--- src/rtl/sle_pkg.sv ---
package sle_pkg;

  localparam int DEPTH      = 1024;
  localparam int DATA_WIDTH = 32;
  localparam int IDX_W      = $clog2(DEPTH);
  localparam int CNT_W      = IDX_W + 1;
  localparam int QDEPTH     = 2;
  localparam int QPTR_W     = $clog2(QDEPTH);

  localparam logic [2:0] FUNC_CLEAR  = 3'd0;
  localparam logic [2:0] FUNC_INSERT = 3'd1;
  localparam logic [2:0] FUNC_DELETE = 3'd2;
  localparam logic [2:0] FUNC_GET    = 3'd3;
  localparam logic [2:0] FUNC_LOCATE = 3'd4;

  localparam logic [1:0] ST_OK   = 2'd0;
  localparam logic [1:0] ST_POS  = 2'd1;
  localparam logic [1:0] ST_FULL = 2'd2;

  typedef enum logic [2:0] {
    OP_NONE,
    OP_INSERT,
    OP_DELETE,
    OP_GET,
    OP_LOCATE
  } op_t;

  typedef struct packed {
    logic [2:0]            func;
    logic [CNT_W-1:0]      position;
    logic [DATA_WIDTH-1:0] value;
  } req_t;

  typedef struct packed {
    logic [1:0]            status;
    logic [DATA_WIDTH-1:0] data;
    logic                  found;
    logic [IDX_W-1:0]      found_index;
    logic [CNT_W-1:0]      list_count;
  } rsp_t;

  // Classified request handed from the front end to the memory sequencer.
  typedef struct packed {
    op_t                   op;
    logic [1:0]            status;
    logic [IDX_W-1:0]      idx;
    logic [CNT_W-1:0]      len_before;
    logic [CNT_W-1:0]      list_count;
    logic [DATA_WIDTH-1:0] value;
  } cmd_t;

endpackage

--- src/rtl/sle_front.sv ---
module sle_front (
  input  logic                clk,
  input  logic                rst,
  input  logic                req_valid,
  output logic                req_ready,
  input  sle_pkg::req_t       req,
  input  logic                q_full,
  output logic                push,
  output sle_pkg::cmd_t       push_cmd
);

  logic [sle_pkg::CNT_W-1:0] len;
  logic [sle_pkg::CNT_W-1:0] len_next;
  logic [sle_pkg::CNT_W:0]   len_p1;
  logic                      pos_nz;
  logic                      pos_ok;
  logic                      ins_ok;
  logic                      full;

  assign req_ready = !q_full;
  assign push      = req_valid && !q_full;

  assign len_p1 = {1'b0, len} + (sle_pkg::CNT_W + 1)'(1);
  assign pos_nz = req.position != '0;
  assign pos_ok = pos_nz && (req.position <= len);
  assign ins_ok = pos_nz && ({1'b0, req.position} <= len_p1);
  assign full   = len == sle_pkg::CNT_W'(sle_pkg::DEPTH);

  // The length follows from the request stream alone, so resolve status here.
  always_comb begin
    len_next            = len;
    push_cmd.op         = sle_pkg::OP_NONE;
    push_cmd.status     = sle_pkg::ST_OK;
    push_cmd.idx        = sle_pkg::IDX_W'(req.position - sle_pkg::CNT_W'(1));
    push_cmd.len_before = len;
    push_cmd.value      = req.value;
    unique case (req.func)
      sle_pkg::FUNC_CLEAR: begin
        len_next = '0;
      end
      sle_pkg::FUNC_INSERT: begin
        if (!ins_ok) begin
          push_cmd.status = sle_pkg::ST_POS;
        end else if (full) begin
          push_cmd.status = sle_pkg::ST_FULL;
        end else begin
          push_cmd.op = sle_pkg::OP_INSERT;
          len_next    = len_p1[sle_pkg::CNT_W-1:0];
        end
      end
      sle_pkg::FUNC_DELETE: begin
        if (!pos_ok) begin
          push_cmd.status = sle_pkg::ST_POS;
        end else begin
          push_cmd.op = sle_pkg::OP_DELETE;
          len_next    = len - sle_pkg::CNT_W'(1);
        end
      end
      sle_pkg::FUNC_GET: begin
        if (!pos_ok) begin
          push_cmd.status = sle_pkg::ST_POS;
        end else begin
          push_cmd.op = sle_pkg::OP_GET;
        end
      end
      sle_pkg::FUNC_LOCATE: begin
        push_cmd.op = sle_pkg::OP_LOCATE;
      end
      default: begin
      end
    endcase
    push_cmd.list_count = len_next;
  end

  always_ff @(posedge clk) begin
    if (rst) begin
      len <= '0;
    end else if (push) begin
      len <= len_next;
    end
  end

  a_len_bound: assert property (@(posedge clk) disable iff (rst)
    len <= sle_pkg::CNT_W'(sle_pkg::DEPTH))
    else $error("list length beyond capacity");

  a_insert_room: assert property (@(posedge clk) disable iff (rst)
    push && push_cmd.op == sle_pkg::OP_INSERT |-> !full && ins_ok)
    else $error("insert issued without room or valid position");

endmodule

--- config.mk ---
export PLATFORM = sky130hd
export DESIGN_NAME = sle_front
export DESIGN_NICKNAME = d
export VERILOG_FILES = /design/src/rtl/sle_pkg.sv /design/src/rtl/sle_front.sv
export SDC_FILE = /design/constraint.sdc
export NUM_CORES = 1
export LEC_CHECK = 0
export BUFFER_PORTS_ARGS = -buffer_cell sky130_fd_sc_hd__buf_2
export CORE_MARGIN = 2
export CORE_UTILIZATION = 52
export CTS_CLUSTER_DIAMETER = 120
export CTS_CLUSTER_SIZE = 40
export DETAILED_ROUTE_END_ITERATION = 16
export PLACE_DENSITY = 0.87
export SLEW_MARGIN = 0
export SYNTH_ARGS = -nofsm -noshare
export SYNTH_HDL_FRONTEND = slang
export SYNTH_SLANG_ARGS = --single-unit
--- constraint.sdc ---
create_clock -name clk -period 14 [get_ports clk]
set_clock_uncertainty 0.1 [all_clocks]
set_input_delay 4.2 -clock clk [delete_from_list [all_inputs] [get_ports clk]]
set_output_delay 4.2 -clock clk [all_outputs]
set_load 0.01 [all_outputs]
=== Word level (Yosys, flattened, before mapping) ===
Index checks and enable logic that the tools add are counted.
Widths: inputs -> output; s select.

* Bits in registers: 11
* Input bits: 50

* Add/subtract/negate cells: 3
* $lt $le $gt $ge: 2
* Equality and inequality tests: 5
* Muxes and demuxes: 13
* Reductions and logical operators: 7

{| class="wikitable"
|+ Operator list
! operator !! count
|-
| $mux 11 || 3
|-
| $pmux 11 s3 || 1
|-
| $add 11x1->12 const B || 1
|-
| $le 11x12->1 || 1
|-
| $pmux 3 s4 || 1
|-
| $eq 11x11->1 const B || 1
|-
| $le 11x11->1 || 1
|-
| $reduce_bool 11->1 || 1
|-
| $sub 11x1->11 const B || 1
|-
| $sub 10x1->10 const B || 1
|-
| $mux 2 || 4
|-
| $eq 3x2->1 const B || 2
|-
| $pmux 2 s2 || 1
|-
| $eq 3x1->1 const B || 1
|-
| $eq 3x3->1 const B || 1
|-
| $logic_and 1x1->1 || 3
|-
| $logic_not 3->1 || 1
|-
| $mux 3 || 1
|-
| $mux 1 || 2
|-
| $reduce_or 2->1 || 1
|-
| $logic_not 1->1 || 1
|}

=== Longest topological paths before layout ===
Gate-level depths: netlist of run 1.

* Depth in word-level cells: 5
* Gate-level depth with buffers: 14
* Gate-level depth less buffers: 13

=== Worst setup path after synthesis of run 1 ===
OpenSTA, ideal clock, no wires.

* Path type: input -> output
* From: input port req[41] (netlist name)
* To: output port push_cmd[38] (netlist name)
* Data arrival time: 6.413 ns
* Slack: 3.287 ns
* Stages on the path: 10
* Path buffers: 2
* Cells stage by stage: ha_1 a21o_1 a211o_1 or4_4 buf_6 and2_4 buf_6 o31ai_2 a31oi_1 a31oi_1

{| class="wikitable"
|+ RTL lines
! element !! RTL line !! text
|-
| start: declaration || sle_front.sv:6 || <nowiki>input sle_pkg::req_t req,</nowiki>
|-
| end: declaration || sle_front.sv:9 || <nowiki>output sle_pkg::cmd_t push_cmd</nowiki>
|}

==> impl_metrics.ini, run 1 <==
[sta]
unrepaired_setup_endpoints_after_global_routing = no
worst_margin_slew_ns = 0.8011
final.setup.tns_ns = 0
report.final.hold_viol_count = 0
maxClockFrequency_mhz = 89.44
final.period_utilization_pct = 79.87
slew_limit_headroom_pct = 46.24
finalSetupViolCount = 0
timing_max_transition_violations_final = 0
min_period_ns = 11.18

[global_routing]
maximum_number_of_pins_on_one_net_before_global_route_repair = 14
grt_first_pass_wirelength_um = 12320
overflow = 0
via_count_of_the_first_global_routing_pass = 2542
grtUsageTotal_pct = 28.74
antenna_found_initial = 0

[cts]
cts.repair.resized = 0
clock-sinks = 11
tritoncts = yes
cts.reportedPaths.clkPinSlew_ns = 0.06
numCtsBuffers = 3
clk_latency_ns = 0.25
cts_max_path_buffers = 2
htree_levels = 1
post_cts.repair.setup_buffers = 0
hold_bufs_inserted_after_cts = 0
clock_tree.root_cell = sky130_fd_sc_hd__clkbuf_8

[detailed_routing]
route.detailed.vias_per_inst = 6.866
drt_drc_violations_left = 0
drt.antenna.violating_nets = 0
drt_first_pass_iters = 7
vias = 2822
first_iter_violations = 336
finalWirelength_um = 7553
routed_wire_length_per_instance_um = 18.38

[flow_run]
number_of_maximum_capacitance_constraint_violations = 0

[final_layout]
fin_nets = 433
top_register = len
max_ffs_per_register = 11
antenna_cells_inserted = 0
layout-area-overhead-vs-synth_pct = 2.676
largestRegisters = len: 11 flops
final_core_util_pct = 55.25
num-fill-cells = 464
drive_above_1_share_pct = 22.69

[floorplan]
initial_core_util_pct = 53.81
row_count = 25
floorplan.die.width_um = 73.68
ioPinCount = 121
design.die.area_um2 = 5429
dieHeight_um = 73.68
fp.coreArea_um2 = 4692

[synth]
synth_top_cells_by_count = sky130_fd_sc_hd__nand2_1, sky130_fd_sc_hd__buf_4, sky130_fd_sc_hd__ha_1, sky130_fd_sc_hd__a21oi_1, sky130_fd_sc_hd__nor2_1
synth_top_cells_by_area = sky130_fd_sc_hd__ha_1, sky130_fd_sc_hd__buf_4, sky130_fd_sc_hd__dfxtp_1, sky130_fd_sc_hd__xnor2_1, sky130_fd_sc_hd__nand2_1
synth-edff-count = 0
post-synth-top-count-cell = sky130_fd_sc_hd__nand2_1
postSynth.topFlopCell = sky130_fd_sc_hd__dfxtp_1
post-synth-top-area-cell = sky130_fd_sc_hd__ha_1
syn-num-nets = 416
async_set_or_reset_register_ratio_after_synthesis_pct = 0
synth_cell_type_count = 72
netlist.area_leader.share_pct = 12.39
synth_seq_cells = 11
synth_area_per_cell_um2 = 7.404
post_synth_inst_count = 341
ys_seq_area_share_pct = 8.722
syn_area_um2 = 2525
synthesis.yosys.warnings = 0

[power]
vdd.ir_drop.worst_uv = 32.50
powerDensity_nw_per_um2 = 47.05
power.leakage_nw = 1.092

[worst_setup_path]
critical-path-slowest-cell = sky130_fd_sc_hd__a2111oi_1
worst_setup_startpoint = req[41]
crit_path_cell_trace = buf_2, ha_1, nand3_1, nor3_1, a2111oi_1, a21oi_1, a21o_1, or4_1, o221ai_1, buf_2
cp_data_arrival_time_ns = 6.88
setup.worst_path.end_class = output port
r2r_start = len[0]$_SDFFE_PP0P_
required_worst_endpoint_ns = 9.70
critical_path.most_common_cell = sky130_fd_sc_hd__buf_2
critical_path_peak_fanout = 12
cp_slowest_stage_delay_ns = 0.54
setup.worst_path.start_class = primary input
path_class = in -> out

[min_path]
hold_path_startpoint = len[8]$_SDFFE_PP0P_
worst_hold_path_type = reg -> reg

[placement]
hpwlAfterDp_um = 5899
placer_s_final_routability_congestion_estimate = 0.9853
portBuffers = 56

[run_status]
status = complete, no violations
power breakdown:
part / internal (W) / total, W / switching [W] / leakage [nW]
clock network: 0.0000202 / 0.0000348 / 0.0000146 / 0.0228
registers: 0.0000317 / 0.0000326 / 0.000000912 / 0.0887
logic: 0.0000203 / 0.0000546 / 0.0000343 / 0.980
total: 0.0000722 / 0.000122 / 0.0000498 / 1.09
cell usage in the layout (no fill, tap or decap), types with 3 or more instances in the layout:
cell type,instances
sky130_fd_sc_hd__nor2_1,20
sky130_fd_sc_hd__a211o_1,4
sky130_fd_sc_hd__nand2b_1,4
sky130_fd_sc_hd__a21o_1,6
sky130_fd_sc_hd__a31oi_1,7
sky130_fd_sc_hd__xnor2_1,17
sky130_fd_sc_hd__clkbuf_8,3
sky130_fd_sc_hd__nand3b_1,3
sky130_fd_sc_hd__nand2_1,37
sky130_fd_sc_hd__o311ai_0,4
sky130_fd_sc_hd__nand3_1,13
sky130_fd_sc_hd__ha_1,25
sky130_fd_sc_hd__or3_1,3
sky130_fd_sc_hd__a22oi_1,3
sky130_fd_sc_hd__a31o_2,3
sky130_fd_sc_hd__dfxtp_1,11
sky130_fd_sc_hd__o22ai_1,3
sky130_fd_sc_hd__a211oi_1,6
sky130_fd_sc_hd__nor2b_1,3
sky130_fd_sc_hd__clkinv_1,3
sky130_fd_sc_hd__o21ai_0,10
sky130_fd_sc_hd__a21oi_1,21
sky130_fd_sc_hd__buf_2,56
sky130_fd_sc_hd__nor3_1,8
sky130_fd_sc_hd__nand4_1,5
sky130_fd_sc_hd__inv_1,16
sky130_fd_sc_hd__o21ai_1,3
metrics by stage:
step | hold WS, ns | area, um^2 | setup slack [ns] | instances | power [W]
after floorplan | 0.4704 | 2525 | 3.287 | 341 | 0.00007971
after global placement | 0.5267 | 2547 | 2.932 | 407 | 0.00008572
after detailed placement | 0.5274 | 2547 | 2.870 | 407 | 0.00008603
after CTS | 0.5428 | 2592 | 2.866 | 411 | 0.0001201
after global routing | 0.5952 | 2592 | 2.564 | 411 | 0.0001290
final | 0.5471 | 2592 | 2.819 | 411 | 0.0001220
critical path, delay by kind of cell:
kind	cells	cell delay, ns
fa+ha+maj	1	0.30
buf+inv	2	0.29
compound gates	4	1.31
simple gates	3	0.76
cells by family (layout without fill, tap and decap cells):
| logic type | after synthesis | after routing | synth area share (%) |
|---|---|---|---|
| multiplexers | 2 | 2 | 0.7929 |
| adder cells (fa/ha/maj) | 25 | 25 | 12.39 |
| AND/OR/NAND/NOR | 119 | 119 | 26.41 |
| XOR/XNOR | 19 | 19 | 6.591 |
| AO/OA/AOI/OAI | 102 | 102 | 29.39 |
| buffers and inverters | 63 | 79 | 15.71 |
| flip-flops | 11 | 11 | 8.721 |
cell type report:
class,instances,area (um^2),area share [%]
Multi-Input combinational cell,267,1908,73.60
Tap cell,54,67.56,2.606
Inverter,19,71.32,2.751
Timing Repair Buffer,56,280.3,10.81
Sequential cell,11,220.2,8.494
Clock buffer,4,45.04,1.737
worst paths after layout:
check / to / slack (ns) / cells after the start
worst min-delay path: len[8]$_SDFFE_PP0P_ / 0.55 / 2
worst max-delay path: push_cmd[37] / 2.82 / 10
worst max register to register: len[7]$_SDFFE_PP0P_ / 9.43 / 13
worst min register to register: len[8]$_SDFFE_PP0P_ / 0.55 / 2
routing by layer:
metal	share of wire [%]	GRT usage, %	wire [um]	up-vias
li1	-	-	-	1284
met1	42	40.39	3197	1274
met2	43	42.86	3229	218
met3	11	6.310	847	46
met4	3.7	10.10	279	0
met5	0	0	0	-
Note: power is estimated with default switching activity, not from simulation.
==> run 2: changes to the inputs <==
- CORE_UTILIZATION: 52 -> 43
- PLACE_DENSITY: 0.87 -> 0.77
- clock period: 14 -> 9.3 ns (I/O delays scaled with it)
==> impl_metrics.ini, run 2 (synthesis results as in run 1) <==
[detailed_routing]
routed_wire_length_per_instance_um = 18.91
route.detailed.vias_per_inst = 6.515
finalWirelength_um = 8113
vias = 2795
first_iter_violations = 314
drt_drc_violations_left = 0
drt_first_pass_iters = 5
drt.antenna.violating_nets = 0

[power]
vdd.ir_drop.worst_uv = 32.22
power.leakage_nw = 1.092
powerDensity_nw_per_um2 = 70.77
total_power_w = 0.0001851

[global_routing]
maximum_number_of_pins_on_one_net_before_global_route_repair = 14
grt_first_pass_wirelength_um = 12700
via_count_of_the_first_global_routing_pass = 2573
grtUsageTotal_pct = 25.05
overflow = 0
antenna_found_initial = 0

[cts]
htree_levels = 1
cts_max_path_buffers = 2
clock-sinks = 11
cts.reportedPaths.clkPinSlew_ns = 0.06
hold_bufs_inserted_after_cts = 0
tritoncts = yes
clock_tree.root_cell = sky130_fd_sc_hd__clkbuf_8
post_cts.repair.setup_buffers = 0
cts.repair.resized = 0
numCtsBuffers = 3
clk_latency_ns = 0.25

[sta]
final.period_utilization_pct = 90.02
worst_margin_slew_ns = 0.8996
maxClockFrequency_mhz = 119.4
finalSetupViolCount = 0
min_period_ns = 8.372
slew_limit_headroom_pct = 39.62
timing_max_transition_violations_final = 0
unrepaired_setup_endpoints_after_global_routing = no
final.setup.tns_ns = 0
report.final.hold_viol_count = 0

[floorplan]
ioPinCount = 121
initial_core_util_pct = 45.30
floorplan.die.width_um = 80.63
row_count = 27
fp.coreArea_um2 = 5574
design.die.area_um2 = 6501
dieHeight_um = 80.63

[placement]
hpwlAfterDp_um = 6306
placer_s_final_routability_congestion_estimate = 0.9757
portBuffers = 56
place_inst = 425

[final_layout]
num-fill-cells = 590
drive_above_1_share_pct = 22.69
layout-area-overhead-vs-synth_pct = 3.568
fin_nets = 433
largestRegisters = len: 11 flops
area.sequential_um2 = 220.2
mostFrequentLayoutCells = sky130_fd_sc_hd__buf_2, sky130_fd_sc_hd__nand2_1, sky130_fd_sc_hd__ha_1, sky130_fd_sc_hd__a21oi_1, sky130_fd_sc_hd__nor2_1
max_ffs_per_register = 11
layout_commonest_cell = sky130_fd_sc_hd__buf_2
antenna_cells_inserted = 0
top_register = len
final_cells = 429
multi_input_area_um2 = 1908

[worst_setup_path]
setup.worst_path.end_class = output port
cp_slowest_stage_delay_ns = 0.54
setup.worst_path.start_class = primary input
crit_path_cell_trace = buf_2, ha_1, nand3_1, nor3_1, a2111oi_1, a21oi_1, a21o_1, or4_1, o221ai_1, buf_2
cp_data_arrival_time_ns = 5.48
required_worst_endpoint_ns = 6.41
critical-path-slowest-cell = sky130_fd_sc_hd__a2111oi_1
timing.critical_path.buf_inv = 2
critical_path.most_common_cell = sky130_fd_sc_hd__buf_2
path_class = in -> out
crit_family = compound AO/OA/AOI/OAI gates
critical_path_peak_fanout = 12

[flow_run]
number_of_maximum_capacitance_constraint_violations = 0

[min_path]
worst_hold_path_type = reg -> reg

[run_status]
status = complete, no violations
## run 2: routing by layer
| layer | global-route usage, % | up-vias | part of all wire (%) |
|---|---|---|---|
| met5 | 0 | - | 0 |
| met4 | 8.475 | 0 | 2.0 |
| met3 | 5.843 | 25 | 11 |
| met2 | 39.25 | 198 | 43 |
| met1 | 33.51 | 1283 | 44 |
| li1 | - | 1289 | - |
## run 2: area by class of cell
cell class	count	area share (%)
sequential	11	8.421
multi-input combinational	267	72.97
clock buffer	4	1.722
inverter	19	2.727
tap	72	3.445
timing repair buffer	56	10.72
## run 2: worst register-to-register path, cell delays in order, from the launching register on
cell                        delay, ns
sky130_fd_sc_hd__dfxtp_1         0.52
sky130_fd_sc_hd__ha_1            0.38
sky130_fd_sc_hd__nand2_1         0.20
sky130_fd_sc_hd__nor4_2          0.56
sky130_fd_sc_hd__and3_1          0.32
sky130_fd_sc_hd__xnor2_1         0.15
sky130_fd_sc_hd__ha_1            0.28
sky130_fd_sc_hd__nand3_1         0.17
sky130_fd_sc_hd__nor3_1          0.09
sky130_fd_sc_hd__a2111oi_1       0.54
sky130_fd_sc_hd__a21oi_1         0.32
sky130_fd_sc_hd__a21oi_1         0.54
sky130_fd_sc_hd__a31oi_1         0.25
sky130_fd_sc_hd__o22ai_1         0.23
## run 2: final timing paths
kind / endpoint / depth (start not counted) / from / slack (ns)
worst max-delay path: push_cmd[37] / 10 / req[41] / 0.93
worst max register to register: len[1]$_SDFFE_PP0P_ / 13 / len[0]$_SDFFE_PP0P_ / 4.60
worst min-delay path: len[3]$_SDFFE_PP0P_ / 2 / len[3]$_SDFFE_PP0P_ / 0.53
worst min register to register: len[3]$_SDFFE_PP0P_ / 2 / len[3]$_SDFFE_PP0P_ / 0.53
## run 2: where the power goes
part	internal (W)	switching, W	leakage [nW]
combinational	0.0000307	0.0000526	0.980
clock	0.0000304	0.0000223	0.0228
sequential	0.0000477	0.00000142	0.0887
## run 2: stage by stage
stage / util [%] / setup slack [ns] / instance area (um^2) / hold slack [ns]
2_1_floorplan: - / 1.407 / 2525 / 0.4704
3_3_place_gp: 46.11 / 1.023 / 2570 / 0.5135
3_5_place_dp: 46.11 / 0.9673 / 2570 / 0.5063
4_1_cts: 46.91 / 0.9642 / 2615 / 0.5159
5_1_grt: 46.91 / 0.7295 / 2615 / 0.5537
6_report: 46.91 / 0.9278 / 2615 / 0.5292
