===== src/rtl/sle_pkg.sv =====
package sle_pkg;

  localparam int DEPTH      = 1024;
  localparam int DATA_WIDTH = 32;
  localparam int IDX_W      = $clog2(DEPTH);
  localparam int CNT_W      = IDX_W + 1;
  localparam int QDEPTH     = 2;
  localparam int QPTR_W     = $clog2(QDEPTH);

  localparam logic [2:0] FUNC_CLEAR  = 3'd0;
  localparam logic [2:0] FUNC_INSERT = 3'd1;
  localparam logic [2:0] FUNC_DELETE = 3'd2;
  localparam logic [2:0] FUNC_GET    = 3'd3;
  localparam logic [2:0] FUNC_LOCATE = 3'd4;

  localparam logic [1:0] ST_OK   = 2'd0;
  localparam logic [1:0] ST_POS  = 2'd1;
  localparam logic [1:0] ST_FULL = 2'd2;

  typedef enum logic [2:0] {
    OP_NONE,
    OP_INSERT,
    OP_DELETE,
    OP_GET,
    OP_LOCATE
  } op_t;

  typedef struct packed {
    logic [2:0]            func;
    logic [CNT_W-1:0]      position;
    logic [DATA_WIDTH-1:0] value;
  } req_t;

  typedef struct packed {
    logic [1:0]            status;
    logic [DATA_WIDTH-1:0] data;
    logic                  found;
    logic [IDX_W-1:0]      found_index;
    logic [CNT_W-1:0]      list_count;
  } rsp_t;

  // Classified request handed from the front end to the memory sequencer.
  typedef struct packed {
    op_t                   op;
    logic [1:0]            status;
    logic [IDX_W-1:0]      idx;
    logic [CNT_W-1:0]      len_before;
    logic [CNT_W-1:0]      list_count;
    logic [DATA_WIDTH-1:0] value;
  } cmd_t;

endpackage


===== src/rtl/sle_queue.sv =====
module sle_queue (
  input  logic          clk,
  input  logic          rst,
  input  logic          push,
  input  sle_pkg::cmd_t push_cmd,
  output logic          full,
  input  logic          pop,
  output sle_pkg::cmd_t pop_cmd,
  output logic          empty
);

  sle_pkg::cmd_t              slots [sle_pkg::QDEPTH];
  logic [sle_pkg::QPTR_W-1:0] wr_ptr;
  logic [sle_pkg::QPTR_W-1:0] rd_ptr;
  logic [sle_pkg::QPTR_W:0]   count;

  assign full    = count == (sle_pkg::QPTR_W + 1)'(sle_pkg::QDEPTH);
  assign empty   = count == '0;
  assign pop_cmd = slots[rd_ptr];

  always_ff @(posedge clk) begin
    if (push) begin
      slots[wr_ptr] <= push_cmd;
    end
  end

  always_ff @(posedge clk) begin
    if (rst) begin
      wr_ptr <= '0;
      rd_ptr <= '0;
      count  <= '0;
    end else begin
      if (push) begin
        wr_ptr <= wr_ptr + sle_pkg::QPTR_W'(1);
      end
      if (pop) begin
        rd_ptr <= rd_ptr + sle_pkg::QPTR_W'(1);
      end
      case ({push, pop})
        2'b10:   count <= count + (sle_pkg::QPTR_W + 1)'(1);
        2'b01:   count <= count - (sle_pkg::QPTR_W + 1)'(1);
        default: count <= count;
      endcase
    end
  end

endmodule


===== config.mk =====
export PLATFORM = sky130hd
export DESIGN_NAME = sle_queue
export DESIGN_NICKNAME = d
export VERILOG_FILES = /design/src/rtl/sle_pkg.sv /design/src/rtl/sle_queue.sv
export SDC_FILE = /design/constraint.sdc
export NUM_CORES = 1
export LEC_CHECK = 0
export BUFFER_PORTS_ARGS = -buffer_cell sky130_fd_sc_hd__buf_2
export CORE_ASPECT_RATIO = 1.25
export CORE_MARGIN = 2
export CORE_UTILIZATION = 50
export DETAILED_ROUTE_END_ITERATION = 8
export PLACE_DENSITY = 0.77
export SYNTH_ARGS = -nofsm -noshare
export SYNTH_HDL_FRONTEND = slang
export SYNTH_SLANG_ARGS = --single-unit

===== constraint.sdc =====
create_clock -name clk -period 5.3 [get_ports clk]
set_clock_uncertainty 0.2 [all_clocks]
set_input_delay 0.53 -clock clk [delete_from_list [all_inputs] [get_ports clk]]
set_output_delay 0.53 -clock clk [all_outputs]
set_load 0.02 [all_outputs]

[Word-level counts from Yosys, hierarchy flattened]
Memories as Yosys holds them, arrays and structs flattened. A register that Yosys moved wholly into a read port is not among the register bits.
Index checks and enable logic that the tools add are counted.
Storage, ports and cells
  flip-flop bits (word level): 4
  RAM bits: 138
  logic and storage cells: 18
  output and inout bits: 71
  input port bits: 73
  memories kept: 1
Cells by class
  mux-type cells: 5
  equal/unequal tests: 3
  add/subtract/negate cells: 4
  reduce and logical (&&, ||, !) cells: 2
Memory list
  slots: words 2, bits a word 69, read ports 1, clocked after memory_dff 1, write ports 1, RTL line sle_queue.sv:12  | sle_pkg::cmd_t slots [sle_pkg::QDEPTH];
Operators with widths (number)
  2-bit == test (second input constant): 2
  1-bit 2-to-1 mux: 4
  2-bit case mux with 2 select lines: 1
  1-bit adder (second input constant): 2
  2-bit by 1-bit adder with 2-bit output (second input constant): 1
  2-bit by 1-bit == test with 1-bit output (second input constant): 1
  2-bit zero test: 1
  2-bit nonzero test: 1
  2-bit by 1-bit subtractor with 2-bit output (second input constant): 1

[Longest topological paths before layout]
Gate-level depths: netlist (run 1).
  word-level depth: 3
  depth in mapped cells: 5
  gate-level depth less buffers: 5

[Worst setup path before layout (run 1)]
OpenSTA, ideal clock, no wires.
  path kind: input to register
  start point: in push
  end point: mem slots[0][0] (netlist name) (enable)
  buffers on the path: 0
  slack: 1.120 ns
  arrival time: 3.482 ns
  cell stages on the path: 2
  data required time: 4.602 ns
  cell sequence: inv_1 > nor2_1
On the way
  word-level cells in the longest chain between the ends: 2
RTL lines
  start: declaration: RTL line sle_queue.sv:4  | input logic push,
  1-bit 2-to-1 mux: RTL line sle_queue.sv:22  | if (push) begin
  1-bit 2-to-1 mux (implied by the code): RTL line sle_queue.sv:23  | slots[wr_ptr] <= push_cmd;
  end: declaration: RTL line sle_queue.sv:12
No other way between the ends.

==> results.py, run 1 <==
metrics = {
    "power": {
        "peakVddDrop_mv": 0.2285,
        "powerDensity_mw_per_mm2": 413.2,
        "comb_power_share_pct": 10.7,
        "seqPwrFrac_pct": 50.0,
        "swShare_pct": 22.14,
        "clkPwrFrac_pct": 39.3,
        "p_int_uw": 2112,
        "p_sw_uw": 600.5,
        "leakage_uw": 0.002475,
        "power_uw": 2713,
    },
    "floorplanning": {
        "die_area_mm2": 0.01119,
        "fp.coreArea_mm2": 0.01011,
        "pin_count": 144,
        "die_h_um": 117.8,
        "start_util_pct": 51.24,
        "rows": 41,
        "die_x_um": 95.03,
    },
    "critical_path": {
        "crit_chain": "mux2_2 -> buf_2",
        "worstSetupEndpointType": "output port",
        "slowest_stage": "dfxtp_4",
        "critPathLaunchType": "flop",
        "critical_path_class": "reg -> out",
        "arrival_ns": 1.95,
        "max_stage_delay_ns": 0.94,
        "path_max_fanout": 69,
        "cp.required_ns": 4.57,
    },
    "clock_tree": {
        "h-tree-depth": 4,
        "clock_latency_ns": 0.40,
        "cts.sinks": 143,
        "cts_tree": "yes",
        "cts_hold_buf": 0,
        "cts_resized": 0,
        "cts_made_buffers": 17,
        "cts_root_buf": "clkbuf_16",
        "cts.clk_slew.worst_paths_ns": 0.06,
        "clockBufferDepth": 2,
        "post_cts_buffers": 0,
    },
    "global_route": {
        "grt_pass1_wl_mm": 13.03,
        "grt_usage_pct": 16.20,
        "grt_pass1_vias": 2697,
        "antenna_found_initial": 2,
        "grt_overflow": 0,
        "grt_max_degree": 70,
    },
    "logic_synthesis": {
        "syn-instance-count": 237,
        "ys_seq_area_share_pct": 81.95,
        "ys_types": 15,
        "yosys.area_share.simple_pct": 0.8456,
        "muxShareOfSynthArea_pct": 15.00,
        "ys_ff_latch": 143,
        "avgSynthCellArea_um2": 21.85,
        "synth_area_mm2": 0.005179,
        "yosys_warnings": 0,
        "synth_top_family_by_area": "multiplexers",
        "synth_nets": 311,
        "synth_fa_ha_area_share_pct": 0.2416,
        "synth_xor_area_share_pct": 0.6765,
        "synth_compound_area_share_pct": 0.1933,
    },
    "finish": {
        "antenna_cells": 0,
        "fin_nets": 466,
        "final_core_util_pct": 64.96,
        "design_area_mm2": 0.006565,
        "drive_above_1_share_pct": 59.75,
        "final_common_cell": "buf_2",
        "syn_to_final_growth_pct": 26.77,
        "fill_cells": 735,
        "layout_common_cells": "buf_2 (143), edfxtp_1 (138), mux2_2 (69)",
    },
    "drt": {
        "drt_iter0_drc": 99,
        "wl_per_cell_um": 16.34,
        "first_pass_iters": 4,
        "wirelength_mm": 8.727,
        "postRouteAntennaNets": 0,
        "vias_per_cell": 5.013,
        "vias": 2677,
        "remaining_drc_errors": 0,
    },
    "timing": {
        "holdWs_ns": 0.1131,
        "final.setup.tns_ns": 0,
        "final-setup-viol-count": 0,
        "rsz0062_at_grt": "false",
        "slew_violations": 0,
        "relSlewSlack_pct": 24.12,
        "fin_crit_ns": 2.685,
        "post-route-period-util_pct": 50.66,
        "tightest_slew_ns": 1.135,
        "fmax_mhz": 372.5,
        "hold_viol": 0,
    },
    "place": {
        "io_buffers": 143,
        "routabilityCongestion": 0.7357,
        "placed_area_mm2": 0.006025,
        "dpl.hpwl_mm": 5.547,
    },
    "job": {
        "drv_cap": 0,
    },
    "hold_path": {
        "hold_path_class": "in -> reg",
    },
    "run_status": {
        "status": "complete, no violations",
    },
}
-- power groups by stage --
stage	Sequential (uW)	Combinational (uW)	Clock, uW
3_5_place_dp	1380	293	0
2_1_floorplan	1360	205	0
6_report	1360	290	1070
3_3_place_gp	1380	289	0
4_1_cts	1360	295	1090
5_1_grt	1360	311	1140
-- through the flow --
step	setup WS, ns	cells
6_report	2.615	534
2_1_floorplan	1.120	237
4_1_cts	2.569	534
3_5_place_dp	2.570	502
5_1_grt	2.507	534
3_3_place_gp	2.613	502
-- worst max-delay path, delay by kind of cell (launching register included) --
kind                   cells  cell delay, ns
muxes                      1            0.42
buffers and inverters      1            0.16
DFF                        1            0.94
-- worst paths after layout --
check | from | endpoint | slack [ns] | depth (start not counted)
max | flop | pop_cmd[61] | 2.62 | 2
min | push_cmd[64] | slots[0][64] | 0.11 | 1
max reg2reg | wr_ptr | slots[0][61] | 2.98 | 2
min reg2reg | count[1] | count[1] | 0.32 | 2
-- registers in the layout (all words and copies together), names as in the netlist, named ones only --
signal  cells
slots     138
count       2
rd_ptr      1
wr_ptr      1
-- metal layers --
metal  share of wire [%]  vias to the layer above  global-route usage, %
met5                0.24                        -                      0
met4                 2.6                        4                  9.330
met3                 6.9                       19                  5.890
met2                  53                       98                  27.44
met1                  37                     1309                  16.94
li1                    -                     1247                      -
-- final cells by class --
type / instances / area [um^2] / area share (%)
clock buffers: 26 / 479.2 / 7.299
clock inverters: 6 / 61.31 / 0.9339
inverters: 1 / 3.754 / 0.05718
multi-input cells: 85 / 888.4 / 13.53
flip-flops and latches: 143 / 4248 / 64.70
well taps: 129 / 161.4 / 2.459
repair buffers: 144 / 723.2 / 11.02
-- cell families after synthesis --
group / count (synthesis)
buf+inv: 9
compound gates: 2
fa+ha+maj: 1
xor+xnor: 4
mux: 69
flops: 143
simple gates: 9
-- Yosys cell counts --
cell type	number	area, um^2
xor2_1	1	8.760
mux2_2	69	777.0
edfxtp_1	138	4144
or3_1	1	6.260
nor2_1	6	22.52
a21oi_1	1	5.000
inv_1	1	3.750
buf_2	6	30.03
buf_6	2	22.52
and2_1	1	6.260
o21ai_0	1	5.000
dfxtp_1	5	100.1
xnor2_1	3	26.28
ha_1	1	12.51
and2b_2	1	8.760
Note: power is estimated with default switching activity, not from simulation.
==> run 2: changes to the inputs <==
--- a/config.mk
+++ b/config.mk
@@ -8,9 +8,9 @@
 export BUFFER_PORTS_ARGS = -buffer_cell sky130_fd_sc_hd__buf_2
 export CORE_ASPECT_RATIO = 1.25
 export CORE_MARGIN = 2
-export CORE_UTILIZATION = 50
+export CORE_UTILIZATION = 47
 export DETAILED_ROUTE_END_ITERATION = 8
-export PLACE_DENSITY = 0.77
+export PLACE_DENSITY = 0.76
 export SYNTH_ARGS = -nofsm -noshare
 export SYNTH_HDL_FRONTEND = slang
 export SYNTH_SLANG_ARGS = --single-unit
==> constraint.sdc (replaced) <==
create_clock -name clk -period 2.2 [get_ports clk]
set_clock_uncertainty 0.2 [all_clocks]
set_input_delay 0.22 -clock clk [delete_from_list [all_inputs] [get_ports clk]]
set_output_delay 0.22 -clock clk [all_outputs]
set_load 0.02 [all_outputs]
==> run 2 against run 1 <==
Effect of this change:
- clock power rose to 2.8 times the previous value
- worst hold slack gained 0.20 ns
- worst setup slack got worse by 2.4 ns
- final area increased by 14%
- via count is 12% higher
- count of clock-buffer cells in the layout decreased by 9
- total power rose to 2.6 times the previous value
- combinational power grew to 3.1 times the previous value
- sequential power increased by 140%
- wire length grew 16%
- largest power group unchanged
==> results.py, run 2 (synthesized netlist as in run 1, its figures left out) <==
metrics = {
    "run_status": {
        "status": "complete, no violations",
    },
    "drt": {
        "vias_per_cell": 4.855,
        "remaining_drc_errors": 0,
        "first_pass_iters": 4,
        "vias": 3005,
        "postRouteAntennaNets": 0,
        "wirelength_mm": 10.09,
        "drt_iter0_drc": 158,
        "wl_per_cell_um": 16.30,
    },
    "critical_path": {
        "r2r-start": "wr_ptr",
        "arrival_ns": 1.59,
        "critPathLaunchType": "flop",
        "cp.required_ns": 1.78,
        "critical_path_class": "reg -> out",
        "r2r_cells": 2,
        "reg2reg_slack_ns": 0.57,
        "r2r_end": "slots[1][16]",
        "path_max_fanout": 29,
        "worstSetupEndpointType": "output port",
    },
    "floorplanning": {
        "pin_count": 144,
        "die_x_um": 97.89,
        "rows": 42,
        "die_h_um": 121.4,
        "die_area_mm2": 0.01188,
        "fp.coreArea_mm2": 0.01067,
        "start_util_pct": 48.55,
    },
    "clock_tree": {
        "cts_tree": "yes",
        "clock_latency_ns": 0.40,
        "cts.sinks": 143,
        "clockBufferDepth": 2,
        "h-tree-depth": 4,
        "cts_root_buf": "clkbuf_16",
        "cts.clk_slew.worst_paths_ns": 0.05,
        "cts_made_buffers": 17,
    },
    "timing": {
        "slew_violations": 0,
        "rsz0062_at_grt": "false",
        "fin_crit_ns": 2.011,
        "holdWs_ns": 0.3148,
        "hold_viol": 0,
        "fmax_mhz": 497.2,
        "final.setup.tns_ns": 0,
        "post-route-period-util_pct": 91.41,
        "tightest_slew_ns": 0.5323,
        "final-setup-viol-count": 0,
        "relSlewSlack_pct": 64.51,
    },
    "finish": {
        "layout_common_cells": "buf_2 (143), edfxtp_1 (138), dlygate4sd3_1 (72)",
        "syn_to_final_growth_pct": 44.58,
        "top_regs": "slots x138, count x2",
        "final_common_cell": "buf_2",
        "fin_cells": 619,
        "largest_reg_flops": 138,
        "drive_above_1_share_pct": 52.06,
        "fin_nets": 548,
        "design_area_mm2": 0.007487,
        "regMostFlops": "slots",
        "fill_cells": 712,
    },
    "power": {
        "peakVddDrop_mv": 0.5577,
        "leakage_uw": 0.002871,
        "powerDensity_mw_per_mm2": 947.6,
    },
    "global_route": {
        "grt_pass1_vias": 3264,
        "grtUsageMet3_pct": 5.357,
        "grt_overflow": 0,
        "grt_pass1_wl_mm": 15.66,
        "grt.busiest_layer": "met2",
        "grt_usage_pct": 17.47,
        "grt_use_met1_pct": 19.49,
        "grt_max_degree": 40,
        "antenna_found_initial": 1,
        "gr-usage-met2_pct": 30.57,
    },
    "place": {
        "dp_cells": 510,
        "placed_area_mm2": 0.006103,
        "dpl.hpwl_mm": 5.984,
        "routabilityCongestion": 0.7414,
        "io_buffers": 143,
    },
    "job": {
        "drv_cap": 0,
    },
    "hold_path": {
        "min_from": "count[1]",
        "hold_path_class": "reg -> reg",
        "hold_depth": 2,
        "min_to": "count[1]",
    },
}
==> run 2: layout make-up <==
| type | count | area (um^2) | area share (%) |
|---|---|---|---|
| flip-flops and latches | 143 | 4248 | 56.73 |
| repair buffers | 226 | 1556 | 20.79 |
| multi-input cells | 85 | 888.4 | 11.86 |
| clock buffers | 17 | 425.4 | 5.682 |
| clock inverters | 14 | 197.7 | 2.640 |
| well taps | 132 | 165.2 | 2.206 |
| inverters | 1 | 3.754 | 0.05013 |
| diodes | 1 | 2.502 | 0.03342 |
==> run 2: per-stage QoR <==
step           util (%)  setup WS (ns)  total power [uW]
2_1_floorplan         -         0.2116              3759
3_3_place_gp      57.21         0.4705              4038
3_5_place_dp      57.21         0.4638              4061
4_1_cts           69.81        0.02964              7150
5_1_grt           70.19         0.1323              7358
6_report          70.19         0.1889              7095
==> run 2: worst max path at each step <==
stage | endpoint | slack, ns | cells past startpoint | from
floorplan | slots[0][0] | 0.21 | 1 | wr_ptr
global placement | pop_cmd[31] | 0.47 | 3 | flop
detailed placement | pop_cmd[31] | 0.46 | 3 | flop
CTS | pop_cmd[31] | 0.03 | 3 | flop
global route | pop_cmd[23] | 0.13 | 3 | flop
finish | pop_cmd[59] | 0.19 | 3 | flop
==> run 2: power by group <==
part           switching, uW  total, uW  leakage, uW  internal [uW]
logic                    477        890      0.00124            414
clock network            996       2980     0.000296           1980
registers               48.9       3230      0.00134           3180
total                   1520       7090      0.00287           5570
==> run 2: repair_timing <==
item                                    CTS  global route
hold endpoints to repair                143             0
gates resized for setup                   0             0
hold buffers                             72             0
endpoints found under the setup margin    0            13
setup buffers                             0             5
==> run 2: layer usage <==
layer | share of wire [%] | vias up
met5 | 0 | -
met4 | 2.0 | 0
met3 | 5.0 | 19
met2 | 53 | 104
met1 | 40 | 1471
li1 | - | 1411
==> run 2: worst max-delay path, cell delays in order (launching register included) <==
cell	delay [ns]
dfxtp_4	0.43
buf_12	0.22
mux2_2	0.37
buf_2	0.16
==> run 3: changes to the inputs <==
==> constraint.sdc (replaced) <==
create_clock -name clk -period 2.2 [get_ports clk]
set_clock_uncertainty 0.2 [all_clocks]
set_input_delay 0.11 -clock clk [delete_from_list [all_inputs] [get_ports clk]]
set_output_delay 0.11 -clock clk [all_outputs]
set_load 0.02 [all_outputs]
==> run 3 against run 2 <==
Effect of this change:
- largest power group unchanged
- sequential power is essentially flat
- wire length decreased by 0.73%
- combinational power decreased by 2%
- clock power fell by 3%
- final cell count shrank 0.81%
- non-clock buffer count fell by 4
- global-route usage decreased by 0.17 points
- maximum frequency rose by 4.6%
- count of clock-buffer cells in the layout increased by 2
- final area decreased by 0.87%
==> results.py, run 3 (synthesized netlist as in run 1, its figures left out) <==
metrics = {
    "run_status": {
        "status": "complete, no violations",
    },
    "power": {
        "leakage_uw": 0.002835,
        "seqPwrFrac_pct": 46.2,
        "swShare_pct": 21.84,
        "powerDensity_mw_per_mm2": 940.5,
        "p_sw_uw": 1525,
        "comb_power_share_pct": 12.5,
        "peakVddDrop_mv": 0.5541,
        "p_int_uw": 5456,
        "clkPwrFrac_pct": 41.3,
    },
    "global_route": {
        "gr-usage-met2_pct": 30.69,
        "antenna_found_initial": 0,
        "grtUsageMet3_pct": 5.069,
        "grt_max_degree": 47,
        "grt_usage_pct": 17.30,
        "grt_overflow": 0,
        "grt.busiest_layer": "met2",
        "grt_use_met1_pct": 19.62,
        "grt_pass1_wl_mm": 15.53,
        "grt_pass1_vias": 3225,
    },
    "timing": {
        "rsz0062_at_grt": "false",
        "holdWs_ns": 0.2282,
        "slew_violations": 0,
        "relSlewSlack_pct": 63.87,
        "fmax_mhz": 520.2,
        "fin_crit_ns": 1.922,
        "tightest_slew_ns": 0.5419,
        "final-setup-viol-count": 0,
        "final.setup.tns_ns": 0,
        "hold_viol": 0,
        "post-route-period-util_pct": 87.38,
    },
    "floorplanning": {
        "die_area_mm2": 0.01188,
        "die_x_um": 97.89,
        "rows": 42,
        "fp.coreArea_mm2": 0.01067,
        "die_h_um": 121.4,
        "start_util_pct": 48.55,
        "pin_count": 144,
    },
    "critical_path": {
        "r2r_end": "slots[1][34]",
        "reg2reg_slack_ns": 0.56,
        "crit_family": "buffers and inverters",
        "r2r_cells": 2,
        "slowest_stage": "mux2_2",
        "critical_path_class": "reg -> out",
        "arrival_ns": 1.61,
        "path_max_fanout": 23,
        "r2r-start": "wr_ptr",
        "max_stage_delay_ns": 0.39,
        "critPathLaunchType": "flop",
        "cp.required_ns": 1.89,
        "crit_buf_inv": 2,
        "crit_chain": "buf_4 -> mux2_2 -> buf_2",
        "worstSetupEndpointType": "output port",
    },
    "hold_path": {
        "min_from": "push_cmd[39]",
        "hold_path_class": "in -> reg",
        "hold_depth": 2,
        "min_to": "slots[0][39]",
    },
    "clock_tree": {
        "cts_hold_buf": 73,
        "cts_tree": "yes",
        "cts.sinks": 143,
        "cts_made_buffers": 17,
        "cts_resized": 0,
        "clock_latency_ns": 0.40,
        "h-tree-depth": 4,
        "cts_root_buf": "clkbuf_16",
        "clockBufferDepth": 2,
        "post_cts_buffers": 0,
        "cts.clk_slew.worst_paths_ns": 0.06,
    },
    "drt": {
        "first_pass_iters": 4,
        "postRouteAntennaNets": 0,
        "vias_per_cell": 4.876,
        "remaining_drc_errors": 0,
        "vias": 2994,
        "wirelength_mm": 10.02,
        "drt_iter0_drc": 124,
        "wl_per_cell_um": 16.31,
    },
    "finish": {
        "antenna_cells": 0,
        "fill_cells": 702,
        "regMostFlops": "slots",
        "final_common_cell": "buf_2",
        "layout_common_cells": "buf_2 (143), edfxtp_1 (138), dlygate4sd3_1 (73)",
        "fin_nets": 544,
        "final_core_util_pct": 69.58,
        "syn_to_final_growth_pct": 43.32,
        "drive_above_1_share_pct": 51.24,
        "top_regs": "slots x138, count x2",
        "largest_reg_flops": 138,
    },
    "place": {
        "routabilityCongestion": 0.7166,
        "dpl.hpwl_mm": 5.848,
        "io_buffers": 143,
    },
    "job": {
        "drv_cap": 0,
    },
}
[run 3: area by class of cell]
| type | instances | area [um^2] | share of cell area, % |
|---|---|---|---|
| flip-flops and latches | 143 | 4248 | 57.23 |
| repair buffers | 222 | 1516 | 20.43 |
| multi-input cells | 85 | 888.4 | 11.97 |
| clock buffers | 19 | 432.9 | 5.833 |
| clock inverters | 12 | 167.7 | 2.259 |
| well taps | 132 | 165.2 | 2.225 |
| inverters | 1 | 3.754 | 0.05057 |
[run 3: worst max path at each step]
stage,from,to,slack (ns),cells after the start
CTS,flop,pop_cmd[43],0.24,3
global placement,wr_ptr,slots[1][16],0.59,2
floorplan,wr_ptr,slots[0][0],0.21,1
finish,flop,pop_cmd[22],0.28,3
detailed placement,wr_ptr,slots[1][33],0.56,2
global route,flop,pop_cmd[43],0.21,3
[run 3: routing by layer]
layer  wire, um  up-vias
met3        520       11
met2       5392      107
li1           -     1401
met4        133        0
met5          0        -
met1       3968     1475
[run 3: stage by stage]
| stage | setup slack, ns | cell area (um^2) | total power [uW] | instances |
|---|---|---|---|---|
| 6_report | 0.2777 | 7422 | 6980 | 614 |
| 5_1_grt | 0.2092 | 7422 | 7240 | 614 |
| 4_1_cts | 0.2417 | 7422 | 7040 | 614 |
| 3_5_place_dp | 0.5594 | 6091 | 4055 | 510 |
| 3_3_place_gp | 0.5900 | 6091 | 4027 | 510 |
| 2_1_floorplan | 0.2116 | 5187 | 3759 | 237 |
[run 3: power groups by stage]
stage | clock network (uW) | registers (uW) | logic, uW
finish | 2880 | 3220 | 876
floorplan | 0 | 3260 | 496
detailed placement | 0 | 3280 | 778
global route | 3070 | 3230 | 938
CTS | 2940 | 3220 | 883
global placement | 0 | 3260 | 764
